$ cat config.mk
export PLATFORM = sky130hd
export DESIGN_NAME = turning_grille_cipher
export DESIGN_NICKNAME = d
export VERILOG_FILES = /design/src/rtl/core/tgc_pkg.sv /design/src/rtl/core/tgc_store.sv /design/src/rtl/core/tgc_scan.sv /design/src/rtl/core/tgc_pad.sv /design/src/rtl/core/tgc_ctrl.sv /design/src/rtl/core/turning_grille_cipher.sv
export SDC_FILE = /design/constraint.sdc
export NUM_CORES = 2
export LEC_CHECK = 0
export ABC_AREA = 0
export BUFFER_PORTS_ARGS = -buffer_cell sky130_fd_sc_hd__buf_4
export CAP_MARGIN = 30
export CORE_MARGIN = 3
export CORE_UTILIZATION = 45
export CTS_CLUSTER_SIZE = 40
export DETAILED_ROUTE_END_ITERATION = 10
export GPL_ROUTABILITY_DRIVEN = 0
export SYNTH_ARGS = -nofsm -noshare
export SYNTH_HDL_FRONTEND = slang
export SYNTH_SLANG_ARGS = --single-unit
$ cat constraint.sdc
create_clock -name clk_i -period 9.52 [get_ports clk_i]
set_input_delay 0.952 -clock clk_i [delete_from_list [all_inputs] [get_ports clk_i]]
set_output_delay 0.952 -clock clk_i [all_outputs]
set_load 0.02 [all_outputs]
$ cat src/rtl/core/tgc_pkg.sv
// Shared types and constants of the turning-grille cipher.
// Used by every module of the block but the checker, and by the testbench; depends on nothing.
package tgc_pkg;

  localparam int unsigned TGC_GRID_SIDE = 8;
  localparam int unsigned NUM_CELLS     = 64;

  localparam logic [63:0] HOLE_MASK_RESET = 64'hD8DC_8F14_0000_0000;
  localparam logic [31:0] PAD_SEED_RESET  = 32'd1;
  localparam logic [31:0] PAD_TAPS        = 32'h8020_0003;
  localparam logic [31:0] PAD_RECIP       = 32'h9D89_D89E;
  localparam logic [7:0]  CHR_LOWER_A     = 8'h61;

  localparam logic [1:0] CFG_MODE = 2'd0;
  localparam logic [1:0] CFG_MASK = 2'd1;
  localparam logic [1:0] CFG_SEED = 2'd2;

  localparam logic MODE_ENC = 1'b0;
  localparam logic MODE_DEC = 1'b1;

  localparam logic ACT_DATA   = 1'b0;
  localparam logic ACT_FINISH = 1'b1;

  localparam logic [1:0] ROT_LAST = 2'd3;
  localparam logic [5:0] POS_LAST = 6'd63;

  typedef struct packed {
    logic       hit;
    logic [5:0] pos;
    logic       more;
  } scan_t;

  typedef struct packed {
    logic       en;
    logic [5:0] addr;
    logic [7:0] data;
  } mem_wr_t;

  typedef struct packed {
    logic       en;
    logic [5:0] addr;
  } rd_req_t;

endpackage

$ cat src/rtl/core/tgc_store.sv
// Cell store: 64 x 8 synchronous memory with registered read and per-entry valid bits.
// Depends on tgc_pkg.
module tgc_store
  import tgc_pkg::*;
(
  input  logic       clk_i,
  input  logic       rst_ni,
  input  mem_wr_t    wr_i,
  input  logic       clear_i,
  input  rd_req_t    rd_i,
  output logic [7:0] rd_data_o
);

  logic [7:0]  mem [NUM_CELLS];
  logic [63:0] vld_q;
  logic [7:0]  rd_q;
  logic        rd_vld_q;

  always_ff @(posedge clk_i) begin
    if (wr_i.en) begin
      mem[wr_i.addr] <= wr_i.data;
    end
    if (rd_i.en) begin
      rd_q     <= mem[rd_i.addr];
      rd_vld_q <= vld_q[rd_i.addr];
    end
  end

  always_ff @(posedge clk_i or negedge rst_ni) begin
    if (!rst_ni) begin
      vld_q <= '0;
    end else if (clear_i) begin
      vld_q <= '0;
    end else if (wr_i.en) begin
      vld_q[wr_i.addr] <= 1'b1;
    end
  end

  assign rd_data_o = rd_vld_q ? rd_q : 8'h00;

endmodule

$ cat src/rtl/core/tgc_scan.sv
// Hole scan: hole vector of one grille rotation and first hole at or after a position.
// Depends on tgc_pkg.
module tgc_scan
  import tgc_pkg::*;
#(
  parameter int unsigned GRID_SIDE = TGC_GRID_SIDE
) (
  input  logic [63:0] mask_i,
  input  logic [1:0]  rot_i,
  input  logic [5:0]  pos_i,
  output scan_t       scan_o
);

  function automatic logic [63:0] hole_vec(input logic [63:0] mask, input logic [1:0] rot);
    logic [63:0] hv;
    logic [2:0]  r;
    logic [2:0]  c;
    logic [2:0]  nr;
    logic        ok;
    hv = '0;
    for (int p = 0; p < 64; p++) begin
      r  = 3'(p >> 3);
      c  = 3'(p & 7);
      ok = (32'(r) < GRID_SIDE) && (32'(c) < GRID_SIDE);
      for (int k = 0; k < 3; k++) begin
        if (k < int'(rot)) begin
          nr = 3'(GRID_SIDE - 1) - c;
          c  = r;
          r  = nr;
        end
      end
      hv[p] = ok && mask[{r, c}];
    end
    return hv;
  endfunction

  logic [63:0] hv;
  logic [63:0] cand;
  logic [63:0] beyond;
  logic [5:0]  first;

  assign hv   = hole_vec(mask_i, rot_i);
  assign cand = hv & ({64{1'b1}} << pos_i);

  always_comb begin
    first = '0;
    for (int p = 63; p >= 0; p--) begin
      if (cand[p]) begin
        first = 6'(p);
      end
    end
  end

  assign beyond = hv & (({64{1'b1}} << first) << 1);

  assign scan_o.hit  = |cand;
  assign scan_o.pos  = first;
  assign scan_o.more = (|beyond) || ((rot_i != ROT_LAST) && (|hv));

endmodule

$ cat src/rtl/core/tgc_pad.sv
// Padding letter source: Galois LFSR and modulo-26 by reciprocal multiply.
// Depends on tgc_pkg.
module tgc_pad
  import tgc_pkg::*;
(
  input  logic        clk_i,
  input  logic        rst_ni,
  input  logic        load_i,
  input  logic [31:0] seed_i,
  input  logic        step_i,
  output logic [7:0]  letter_o
);

  logic [31:0] lfsr_q;
  logic [31:0] lfsr_d;
  logic [27:0] quo_q;
  logic [31:0] base;
  logic [63:0] prod;
  logic [31:0] rem;

  assign base   = (lfsr_q == '0) ? 32'd1 : lfsr_q;
  assign lfsr_d = (base >> 1) ^ (base[0] ? PAD_TAPS : 32'h0);
  assign prod   = {32'h0, lfsr_d} * {32'h0, PAD_RECIP};

  always_ff @(posedge clk_i or negedge rst_ni) begin
    if (!rst_ni) begin
      lfsr_q <= PAD_SEED_RESET;
    end else if (load_i) begin
      lfsr_q <= seed_i;
    end else if (step_i) begin
      lfsr_q <= lfsr_d;
    end
  end

  always_ff @(posedge clk_i) begin
    if (step_i) begin
      quo_q <= prod[63:36];
    end
  end

  assign rem      = lfsr_q - 32'({4'h0, quo_q} * 32'd26);
  assign letter_o = CHR_LOWER_A + {3'b000, rem[4:0]};

endmodule

$ cat src/rtl/core/tgc_ctrl.sv
// Sequencer of the turning-grille cipher: filter, placement, padding and emission.
// Depends on tgc_pkg; drives tgc_store, tgc_scan and tgc_pad.
module tgc_ctrl
  import tgc_pkg::*;
#(
  parameter int unsigned GRID_SIDE = TGC_GRID_SIDE
) (
  input  logic        clk_i,
  input  logic        rst_ni,
  input  logic        in_valid_i,
  output logic        in_ready_o,
  input  logic        in_action_i,
  input  logic [7:0]  in_byte_i,
  output logic        out_valid_o,
  input  logic        out_ready_i,
  output logic [5:0]  out_index_o,
  output logic        out_last_o,
  input  logic        cfg_we_i,
  input  logic [1:0]  cfg_idx_i,
  input  logic [63:0] cfg_data_i,
  output logic [63:0] mask_o,
  output logic [1:0]  scan_rot_o,
  output logic [5:0]  scan_pos_o,
  input  scan_t       scan_i,
  output mem_wr_t     wr_o,
  output logic        clear_o,
  output rd_req_t     rd_o,
  output logic        pad_load_o,
  output logic [31:0] pad_seed_o,
  output logic        pad_step_o,
  input  logic [7:0]  pad_letter_i
);

  localparam logic [6:0] Total    = 7'(GRID_SIDE * GRID_SIDE);
  localparam logic [6:0] CellsMax = 7'(NUM_CELLS);
  localparam logic [2:0] SideLast = 3'(GRID_SIDE - 1);

  typedef enum logic [2:0] {
    ST_IDLE,
    ST_ENC_SCAN,
    ST_PAD_SCAN,
    ST_PAD_WRITE,
    ST_ENC_EMIT,
    ST_DEC_EMIT
  } state_e;

  function automatic logic dropped(input logic [7:0] b);
    return (b == 8'h20) || (b >= 8'h09 && b <= 8'h0D) ||
           (b >= 8'h21 && b <= 8'h2F) || (b >= 8'h3A && b <= 8'h40) ||
           (b >= 8'h5B && b <= 8'h60) || (b >= 8'h7B && b <= 8'h7E);
  endfunction

  function automatic logic [7:0] lower(input logic [7:0] b);
    return (b >= 8'h41 && b <= 8'h5A) ? (b + 8'h20) : b;
  endfunction

  state_e      state_q, state_d;
  logic        mode_q, mode_d;
  logic [63:0] mask_q, mask_d;
  logic [7:0]  byte_q, byte_d;
  logic [1:0]  rot_q, rot_d;
  logic [5:0]  pos_q, pos_d;
  logic [6:0]  placed_q, placed_d;
  logic [2:0]  row_q, row_d;
  logic [2:0]  col_q, col_d;
  logic [1:0]  s_rot_q, s_rot_d;
  logic [5:0]  s_pos_q, s_pos_d;
  logic [5:0]  pad_addr_q, pad_addr_d;
  logic        pad_more_q, pad_more_d;
  logic [5:0]  n_q, n_d;
  logic        out_valid_q, out_valid_d;
  logic [5:0]  out_idx_q, out_idx_d;
  logic        out_last_q, out_last_d;

  logic       accept;
  logic       slot_free;
  logic [6:0] placed_inc;
  logic       grid_last;
  logic       dec_last;

  assign accept     = in_valid_i && (state_q == ST_IDLE);
  assign slot_free  = !out_valid_q || out_ready_i;
  assign placed_inc = placed_q + 7'd1;
  assign grid_last  = (row_q == SideLast) && (col_q == SideLast);
  assign dec_last   = (n_q == POS_LAST) || !scan_i.more;

  always_comb begin
    state_d     = state_q;
    mode_d      = mode_q;
    mask_d      = mask_q;
    byte_d      = byte_q;
    rot_d       = rot_q;
    pos_d       = pos_q;
    placed_d    = placed_q;
    row_d       = row_q;
    col_d       = col_q;
    s_rot_d     = s_rot_q;
    s_pos_d     = s_pos_q;
    pad_addr_d  = pad_addr_q;
    pad_more_d  = pad_more_q;
    n_d         = n_q;
    out_valid_d = out_ready_i ? 1'b0 : out_valid_q;
    out_idx_d   = out_idx_q;
    out_last_d  = out_last_q;
    wr_o        = '0;
    rd_o        = '0;
    clear_o     = 1'b0;
    pad_step_o  = 1'b0;

    unique case (state_q)
      ST_IDLE: begin
        if (accept) begin
          if (mode_q == MODE_ENC) begin
            s_rot_d = rot_q;
            s_pos_d = pos_q;
            if (in_action_i == ACT_FINISH) begin
              state_d = ST_PAD_SCAN;
            end else if (!dropped(in_byte_i)) begin
              byte_d  = lower(in_byte_i);
              state_d = ST_ENC_SCAN;
            end
          end else if (in_action_i == ACT_FINISH) begin
            s_rot_d = '0;
            s_pos_d = '0;
            n_d     = '0;
            state_d = ST_DEC_EMIT;
          end else begin
            wr_o.en   = 1'b1;
            wr_o.addr = {row_q, col_q};
            wr_o.data = in_byte_i;
            placed_d  = placed_inc;
            if (col_q == SideLast) begin
              col_d = '0;
              row_d = row_q + 3'd1;
            end else begin
              col_d = col_q + 3'd1;
            end
            if (placed_inc >= Total) begin
              s_rot_d = '0;
              s_pos_d = '0;
              n_d     = '0;
              state_d = ST_DEC_EMIT;
            end
          end
        end
      end

      ST_ENC_SCAN: begin
        if (scan_i.hit) begin
          wr_o.en   = 1'b1;
          wr_o.addr = scan_i.pos;
          wr_o.data = byte_q;
          placed_d  = placed_inc;
          pos_d     = scan_i.pos + 6'd1;
          rot_d     = (scan_i.pos == POS_LAST) ? s_rot_q + 2'd1 : s_rot_q;
          if (placed_inc >= CellsMax || !scan_i.more) begin
            row_d   = '0;
            col_d   = '0;
            state_d = ST_ENC_EMIT;
          end else begin
            state_d = ST_IDLE;
          end
        end else if (s_rot_q == ROT_LAST) begin
          state_d = ST_IDLE;
        end else begin
          s_rot_d = s_rot_q + 2'd1;
          s_pos_d = '0;
        end
      end

      ST_PAD_SCAN: begin
        if (placed_q >= CellsMax) begin
          row_d   = '0;
          col_d   = '0;
          state_d = ST_ENC_EMIT;
        end else if (scan_i.hit) begin
          pad_addr_d = scan_i.pos;
          pad_more_d = scan_i.more;
          pos_d      = scan_i.pos + 6'd1;
          rot_d      = (scan_i.pos == POS_LAST) ? s_rot_q + 2'd1 : s_rot_q;
          pad_step_o = 1'b1;
          state_d    = ST_PAD_WRITE;
        end else if (s_rot_q == ROT_LAST) begin
          row_d   = '0;
          col_d   = '0;
          state_d = ST_ENC_EMIT;
        end else begin
          s_rot_d = s_rot_q + 2'd1;
          s_pos_d = '0;
        end
      end

      ST_PAD_WRITE: begin
        wr_o.en   = 1'b1;
        wr_o.addr = pad_addr_q;
        wr_o.data = pad_letter_i;
        placed_d  = placed_inc;
        if (placed_inc >= CellsMax || !pad_more_q) begin
          row_d   = '0;
          col_d   = '0;
          state_d = ST_ENC_EMIT;
        end else begin
          s_rot_d = rot_q;
          s_pos_d = pos_q;
          state_d = ST_PAD_SCAN;
        end
      end

      ST_ENC_EMIT: begin
        if (slot_free) begin
          rd_o.en     = 1'b1;
          rd_o.addr   = {row_q, col_q};
          out_valid_d = 1'b1;
          out_idx_d   = {row_q, col_q};
          out_last_d  = grid_last;
          if (col_q == SideLast) begin
            col_d = '0;
            row_d = row_q + 3'd1;
          end else begin
            col_d = col_q + 3'd1;
          end
          if (grid_last) begin
            clear_o  = 1'b1;
            rot_d    = '0;
            pos_d    = '0;
            placed_d = '0;
            row_d    = '0;
            col_d    = '0;
            state_d  = ST_IDLE;
          end
        end
      end

      ST_DEC_EMIT: begin
        if (scan_i.hit) begin
          if (slot_free) begin
            rd_o.en     = 1'b1;
            rd_o.addr   = scan_i.pos;
            out_valid_d = 1'b1;
            out_idx_d   = n_q;
            out_last_d  = dec_last;
            n_d         = n_q + 6'd1;
            s_pos_d     = scan_i.pos + 6'd1;
            s_rot_d     = (scan_i.pos == POS_LAST) ? s_rot_q + 2'd1 : s_rot_q;
            if (dec_last) begin
              clear_o  = 1'b1;
              rot_d    = '0;
              pos_d    = '0;
              placed_d = '0;
              row_d    = '0;
              col_d    = '0;
              state_d  = ST_IDLE;
            end
          end
        end else if (s_rot_q == ROT_LAST) begin
          clear_o  = 1'b1;
          rot_d    = '0;
          pos_d    = '0;
          placed_d = '0;
          row_d    = '0;
          col_d    = '0;
          state_d  = ST_IDLE;
        end else begin
          s_rot_d = s_rot_q + 2'd1;
          s_pos_d = '0;
        end
      end

      default: begin
        state_d = ST_IDLE;
      end
    endcase

    if (cfg_we_i && cfg_idx_i == CFG_MODE) begin
      mode_d   = cfg_data_i[0];
      clear_o  = 1'b1;
      rot_d    = '0;
      pos_d    = '0;
      placed_d = '0;
      row_d    = '0;
      col_d    = '0;
    end
    if (cfg_we_i && cfg_idx_i == CFG_MASK) begin
      mask_d = cfg_data_i;
    end
  end

  always_ff @(posedge clk_i or negedge rst_ni) begin
    if (!rst_ni) begin
      state_q     <= ST_IDLE;
      mode_q      <= MODE_ENC;
      mask_q      <= HOLE_MASK_RESET;
      byte_q      <= '0;
      rot_q       <= '0;
      pos_q       <= '0;
      placed_q    <= '0;
      row_q       <= '0;
      col_q       <= '0;
      s_rot_q     <= '0;
      s_pos_q     <= '0;
      pad_addr_q  <= '0;
      pad_more_q  <= 1'b0;
      n_q         <= '0;
      out_valid_q <= 1'b0;
      out_idx_q   <= '0;
      out_last_q  <= 1'b0;
    end else begin
      state_q     <= state_d;
      mode_q      <= mode_d;
      mask_q      <= mask_d;
      byte_q      <= byte_d;
      rot_q       <= rot_d;
      pos_q       <= pos_d;
      placed_q    <= placed_d;
      row_q       <= row_d;
      col_q       <= col_d;
      s_rot_q     <= s_rot_d;
      s_pos_q     <= s_pos_d;
      pad_addr_q  <= pad_addr_d;
      pad_more_q  <= pad_more_d;
      n_q         <= n_d;
      out_valid_q <= out_valid_d;
      out_idx_q   <= out_idx_d;
      out_last_q  <= out_last_d;
    end
  end

  assign in_ready_o  = (state_q == ST_IDLE);
  assign out_valid_o = out_valid_q;
  assign out_index_o = out_idx_q;
  assign out_last_o  = out_last_q;
  assign mask_o      = mask_q;
  assign scan_rot_o  = s_rot_q;
  assign scan_pos_o  = s_pos_q;
  assign pad_load_o  = cfg_we_i && (cfg_idx_i == CFG_SEED);
  assign pad_seed_o  = cfg_data_i[31:0];

endmodule

$ cat src/rtl/core/turning_grille_cipher.sv
// Top level of the turning-grille transposition cipher.
// Depends on tgc_pkg, tgc_store, tgc_scan, tgc_pad and tgc_ctrl.
//
//   channel  | direction | tdata / fields                       | tuser / tlast
//   s_axis   | in        | [7:0] data_byte                      | tuser: action
//   m_axis   | out       | [7:0] out_byte, [13:8] out_index     | tlast: last
//   cfg      | in        | cfg_idx_i 0 mode, 1 hole mask, 2 pad seed; cfg_data_i value
//
// Data byte, encrypt: accepted, then scanned one rotation per cycle through the hole scan until
// a hole is found, and written to the cell store at that hole; with no hole, no write.
// Finish, encrypt: each padding letter takes a scan in ST_PAD_SCAN and a write in ST_PAD_WRITE,
// then the GRID_SIDE*GRID_SIDE cells are emitted, one read of the cell store per result.
// Decrypt: cells written as accepted; emission one result per cycle, bar stalls and rotation steps.
// Reset clears control state and the store's valid bits at once; no sweep.
// The output register takes back-pressure; a new transaction is accepted while the last
// result still waits, but not during placement, padding or emission.
module turning_grille_cipher
  import tgc_pkg::*;
#(
  parameter int unsigned GRID_SIDE = TGC_GRID_SIDE
) (
  input  logic        clk_i,
  input  logic        rst_ni,
  input  logic        s_axis_tvalid,
  output logic        s_axis_tready,
  input  logic [7:0]  s_axis_tdata,   // [7:0] data_byte
  input  logic        s_axis_tuser,   // [0] action
  output logic        m_axis_tvalid,
  input  logic        m_axis_tready,
  output logic [15:0] m_axis_tdata,   // [7:0] out_byte, [13:8] out_index, [15:14] zero
  output logic        m_axis_tlast,
  input  logic        cfg_we_i,
  input  logic [1:0]  cfg_idx_i,
  input  logic [63:0] cfg_data_i
);

  logic [63:0] mask;
  logic [1:0]  scan_rot;
  logic [5:0]  scan_pos;
  scan_t       scan;
  mem_wr_t     wr;
  rd_req_t     rd;
  logic        clear;
  logic        pad_load;
  logic [31:0] pad_seed;
  logic        pad_step;
  logic [7:0]  pad_letter;
  logic [7:0]  rd_data;
  logic [5:0]  out_index;

  tgc_ctrl #(
    .GRID_SIDE(GRID_SIDE)
  ) u_ctrl (
    .clk_i       (clk_i),
    .rst_ni      (rst_ni),
    .in_valid_i  (s_axis_tvalid),
    .in_ready_o  (s_axis_tready),
    .in_action_i (s_axis_tuser),
    .in_byte_i   (s_axis_tdata),
    .out_valid_o (m_axis_tvalid),
    .out_ready_i (m_axis_tready),
    .out_index_o (out_index),
    .out_last_o  (m_axis_tlast),
    .cfg_we_i    (cfg_we_i),
    .cfg_idx_i   (cfg_idx_i),
    .cfg_data_i  (cfg_data_i),
    .mask_o      (mask),
    .scan_rot_o  (scan_rot),
    .scan_pos_o  (scan_pos),
    .scan_i      (scan),
    .wr_o        (wr),
    .clear_o     (clear),
    .rd_o        (rd),
    .pad_load_o  (pad_load),
    .pad_seed_o  (pad_seed),
    .pad_step_o  (pad_step),
    .pad_letter_i(pad_letter)
  );

  tgc_scan #(
    .GRID_SIDE(GRID_SIDE)
  ) u_scan (
    .mask_i(mask),
    .rot_i (scan_rot),
    .pos_i (scan_pos),
    .scan_o(scan)
  );

  tgc_pad u_pad (
    .clk_i   (clk_i),
    .rst_ni  (rst_ni),
    .load_i  (pad_load),
    .seed_i  (pad_seed),
    .step_i  (pad_step),
    .letter_o(pad_letter)
  );

  tgc_store u_store (
    .clk_i    (clk_i),
    .rst_ni   (rst_ni),
    .wr_i     (wr),
    .clear_i  (clear),
    .rd_i     (rd),
    .rd_data_o(rd_data)
  );

  assign m_axis_tdata = {2'b00, out_index, rd_data};

endmodule

# After elaboration in Yosys (flattened, before gate mapping)
# Memories as Yosys holds them, arrays and structs flattened. A register that Yosys moved wholly into a read port is not among the register bits.
# Cells that the tools add are included.
# word_totals
register_bits	251
latch_bits	0
ram_bits	512
mem_bits_ro	0
output_inout_bits	19
wordCells	985
memories	1
# op_classes
addsub	129
mul	2
div_mod_pow	0
order_cmp	84
n_eq_ne	41
n_shift	2
mux	648
bitwise_logic	8
reduce_logical	49
# mem_list
memory	words	word_bits	rd	rd_clocked_by_memory_dff	write_ports	line	rtl
u_store.mem	64	8	1	1	1	tgc_store.sv:14	logic [7:0] mem [NUM_CELLS];
# op_table
operator	count
$mux W3	323
$mux W6	90
$lt A6 B7 Y1 const B	66
$bmux W1 S6	65
$sub A3 B3 Y3 const A	106
$reduce_or A64 Y1	3
$and A64 B64 Y64	2
$mux W32	4
$mux W64	2
$mux W7	14
$mux W1	92
$mux W2	36
$or A64 B64 Y64	1
$shl A64 B6 Y63 const A	1
$shl A64 B6 Y64 const A	1
$mul A32 B31 Y63 const B	1
$mux W15	4
$pmux W3 S6	3
$pmux W15 S3	1
$pmux W7 S5	1
$le A8 B7 Y1 const B	4
$logic_not A32 Y1	1
$xor A31 B32 Y32	1
$pmux W6 S5	1
60 further kinds	140

# Longest topological paths before layout
# logic_depth
depth_word	84
mapped_depth	35
depth_no_buf	34

# By module
# From an unflattened synthesis, not the netlist that was laid out.
# hier_totals
cells_unflattened	4215
hier_area_um2	49799.0
# by_module_without_submodules
module	instances	cells_per_inst	area_per_inst_um2
tgc_store	1	1172	22982.0
tgc_pad	1	1323	12684.7
tgc_scan	1	1062	7214.4
tgc_ctrl	1	655	6899.1
turning_grille_cipher	1	3	18.8

# Worst setup path before layout
# No wires, ideal clock.
# synth_timing
kind	reg-to-reg
startpoint	reg u_pad.lfsr_q[0]
endpoint	reg u_pad.quo_q[3] (data pin)
t_arrival_ns	7.012
setup_slack_ns	2.248
stages_incl_launch_ff	30
path_buffers	1
synth_period_minus_slack_ns	7.272
cell_sequence	dfstp_2 clkbuf_1 nor4_1 nand4_1 o21ai_0 ha_1 inv_1 fa_1 inv_1 ha_1 inv_1 fa_1 fa_1 fa_1 inv_1 fa_1 fa_1 ha_1 o21ai_0 nand2b_1 a21oi_1 nor2b_1 o21ai_0 nand2b_1 a21oi_1 o21ai_0 nor4b_1 nor3_1 a21oi_1 xnor2_1
# synth_between
elab_chain_len	5
# synth_rtl
element	line	rtl
from (decl)	tgc_pad.sv:14	logic [31:0] lfsr_q;
from (signal assigned)	tgc_pad.sv:29	lfsr_q <= seed_i;
from (signal assigned)	tgc_pad.sv:31	lfsr_q <= lfsr_d;
$logic_not A32 Y1	tgc_pad.sv:21	assign base = (lfsr_q == '0) ? 32'd1 : lfsr_q;
$mux W32 *	tgc_pad.sv:21	
$mux W32	tgc_pad.sv:22	assign lfsr_d = (base >> 1) ^ (base[0] ? PAD_TAPS : 32'h0);
$xor A31 B32 Y32 *	tgc_pad.sv:22	
$mul A32 B31 Y63 *	tgc_pad.sv:23	assign prod = {32'h0, lfsr_d} * {32'h0, PAD_RECIP};
via u_pad.prod[39]	tgc_pad.sv:18	logic [63:0] prod;
to (signal assigned)	tgc_pad.sv:37	quo_q <= prod[63:36];
to (decl)	tgc_pad.sv:16	logic [27:0] quo_q;
# Mark *: on every way through the listed nets, which the timed path passes. The rest lies on a longest branch.
# A chain may end at the register's enable or synchronous reset.

==> summary.txt <==
Run status
  • Status: finished, final reports clean

Synth
  • Yosys cell types: 106
  • Yosys synthesis warning count: 0
  • Synth Instances: 4,111
  • Post-synth EDFFs: 525
  • Async set-or-reset flop fraction in the synthesized netlist: 29.7%
  • Flip-flop and latch count after synthesis: 747
  • Mapped Area: 0.0482 sq mm
  • Mean post-synth cell area: 11.7 sq um
  • Sequential area share after synthesis: 44.3%
  • Dominant synthesized flop cell: edfxtp_1

Timing
  • Worst Tran Pin Value: 1.05 ns
  • Setup TNS: 0 ns
  • RSZ-0062 raised after global routing: false
  • Post-route minimum period: 9.00 ns
  • Slew headroom: 29.4%
  • Fmax: 0.111 GHz
  • Final Slew Violations: 0
  • Period utilisation layout: 94.5%
  • Worst Skew: 0.0287 ns
  • # setup viols final: 0
  • Final-report hold violation count: 0

Detailed routing
  • Remaining antenna violation count after routing: 0
  • Via count: 34.1k
  • Routed WL: 142,000 um
  • Vias per cell: 6.07
  • Initial drt markers: 3,801
  • Wirelength per Cell: 25.3 um
  • DRC: 0
  • Number of detailed-route iterations in the first pass: 6

Finish
  • FILL cells: 9,380
  • Share of cells above drive strength 1: 13.5%
  • Final nets: 4,740
  • Commonest cells after routing, fill and taps aside: edfxtp_1 (525), inv_1 (391), fa_1 (257)
  • Utilization after layout: 50.3%
  • Commonest non-fill, non-tap cell in the layout: edfxtp_1
  • Synthesis-to-finish area growth: 10.4%

Floorplanning
  • Io pins: 99
  • Std-Cell Rows: 119
  • Die W: 333 um
  • Core footprint: 0.106 sq mm
  • Total Die Area: 0.111 sq mm
  • Die Ht: 333 um
  • Starting density of the core: 45.6%

Worst setup path
  • Reg-to-Reg End: u_store.vld_q[6]
  • Crit path launch type: register
  • Reg2Reg Setup Slack: 0.52 ns
  • CP endpoint kind: register
  • Crit path DAT: 9.50 ns
  • FF-to-FF Start: u_ctrl.scan_rot_o[1]
  • Top cell by count, worst path: nand4_1
  • Worst-case reg-to-reg path depth: 21
  • Crit-path cells: inv_1 -> ha_4 -> buf_4 -> mux4_2 -> and3_1 -> o21ai_1 -> nand4_1 -> nor3b_1 -> o21ai_0 -> nand4_1 -> a31oi_1 -> a21boi_0 -> ha_1 -> clkinv_1 -> o41a_1 -> a311oi_1 -> nand4_1 -> or4_1 -> a211o_1 -> o221a_4 -> o21a_1
  • Crit path launch: u_ctrl.scan_rot_o[1]
  • WS Path Type: register to register
  • Slowest CP cell: ha_4
  • Total stage count of the critical path: 21
  • Cell family with most CP delay: compound AO/OA/AOI/OAI gates
  • WP data required: 10.03 ns
  • Crit-path max cell delay: 0.88 ns
  • Crit Path Max Fanout: 72
  • CP Buf/Inv Count: 3

Flow run
  • Max-cap violations: 0

CTS
  • Maximum clock insertion buffer count: 3
  • H-Tree Depth: 3
  • Clock sinks: 747
  • # resized after CTS: 0
  • Num CTS Buffers: 78
  • Clock slew at reported path FFs: 0.07 ns
  • Root Buffer: clkbuf_16
  • Setup Buffers After CTS: 0
  • CTS tree: built
  • Skew-Pair Late Insertion Delay: 0.64 ns
  • Cts hold-fix bufs: 0

Global route
  • Initial antenna violation count: 1
  • First-pass GRT wire length: 215,000 um
  • Largest net degree at the start of global routing: 108
  • Number of global-route vias before repair: 33.7k
  • GRT overflow: 0
  • Total global-route track usage: 25.4%

Placement
  • Port-buffer cells: 96
  • Post-DP HPWL: 103,000 um

Hold path
  • Hold Crit Class: input port to async pin
## flip-flops by register name (all words and copies together) (netlist names), 6 cells and up
register            flops
u_ctrl.pos_q            6
u_ctrl.out_index_o      6
u_ctrl.mask_o          64
u_ctrl.byte_q           8
u_ctrl.scan_pos_o       6
u_store.vld_q          64
u_ctrl.placed_q         7
u_pad.lfsr_q           32
u_store.mem           512
u_store.rd_q            8
u_ctrl.n_q              6
u_ctrl.pad_addr_q       6
## final cells by class
class / instances / area, sq um / share of cell area [%]
antenna: 1 / 2.50 / 0.00470
clock inverter: 48 / 591 / 1.11
multi-input combinational: 2721 / 24300 / 45.7
timing repair buffer: 207 / 1660 / 3.12
clock buffer: 95 / 2060 / 3.87
inverter: 401 / 1510 / 2.83
tap: 1391 / 1740 / 3.27
sequential: 747 / 21300 / 40.1
## cell usage after synthesis (116+ instances only)
library cell | number | area share, %
edfxtp_1 | 525 | 33
inv_1 | 396 | 3.1
fa_1 | 257 | 11
ha_1 | 247 | 6.4
mux2i_1 | 242 | 5.0
nand2_1 | 233 | 1.8
dfrtp_1 | 205 | 11
a211oi_1 | 197 | 3.1
nor2_1 | 189 | 1.5
o21ai_0 | 161 | 1.7
a21oi_1 | 158 | 1.6
clkbuf_1 | 156 | 1.2
nor2b_1 | 116 | 1.5
## through the flow
stage                     hold WS, ns  cell area, sq um  std cells  setup WS (ns)
after global placement          0.465             50500       5463          0.908
after floorplan                 0.449             48200       4112           2.25
after CTS                       0.368             53200       5608          0.765
after detailed placement        0.472             50500       5465          0.821
after global routing            0.406             53200       5610          0.103
final                           0.335             53200       5611          0.522
## kinds of logic after synthesis
group / after synthesis / synth area share, %
AO/OA/AOI/OAI: 922 / 13.3
other: 1 / 0.00779
flip-flops: 747 / 44.3
AND/OR/NAND/NOR: 846 / 8.76
adder cells (fa/ha/maj): 504 / 17.1
buffers and inverters: 644 / 5.42
XOR/XNOR: 48 / 0.873
multiplexers: 399 / 10.3
## worst max-delay path by stage
stage	to	slack (ns)
2_1_floorplan	u_pad.quo_q[3]	2.25
3_3_place_gp	u_store.vld_q[16]	0.91
3_5_place_dp	u_ctrl.placed_q[2]	0.82
4_1_cts	u_ctrl.placed_q[3]	0.77
5_1_grt	u_ctrl.placed_q[3]	0.10
6_report	u_store.vld_q[6]	0.52
## routing by layer
layer	up-vias	share of wire, %	wire [um]	track usage (%)
li1	15100	-	-	-
met1	17100	44	62000	36.3
met2	1552	45	63600	38.9
met3	302	8.7	12400	5.58
met4	2	3.0	4190	7.35
met5	-	0.0091	13	0
Power is left out: the tool's default activity adds up to more than one toggle a clock period on the data nets, which glitch-free logic cannot reach.
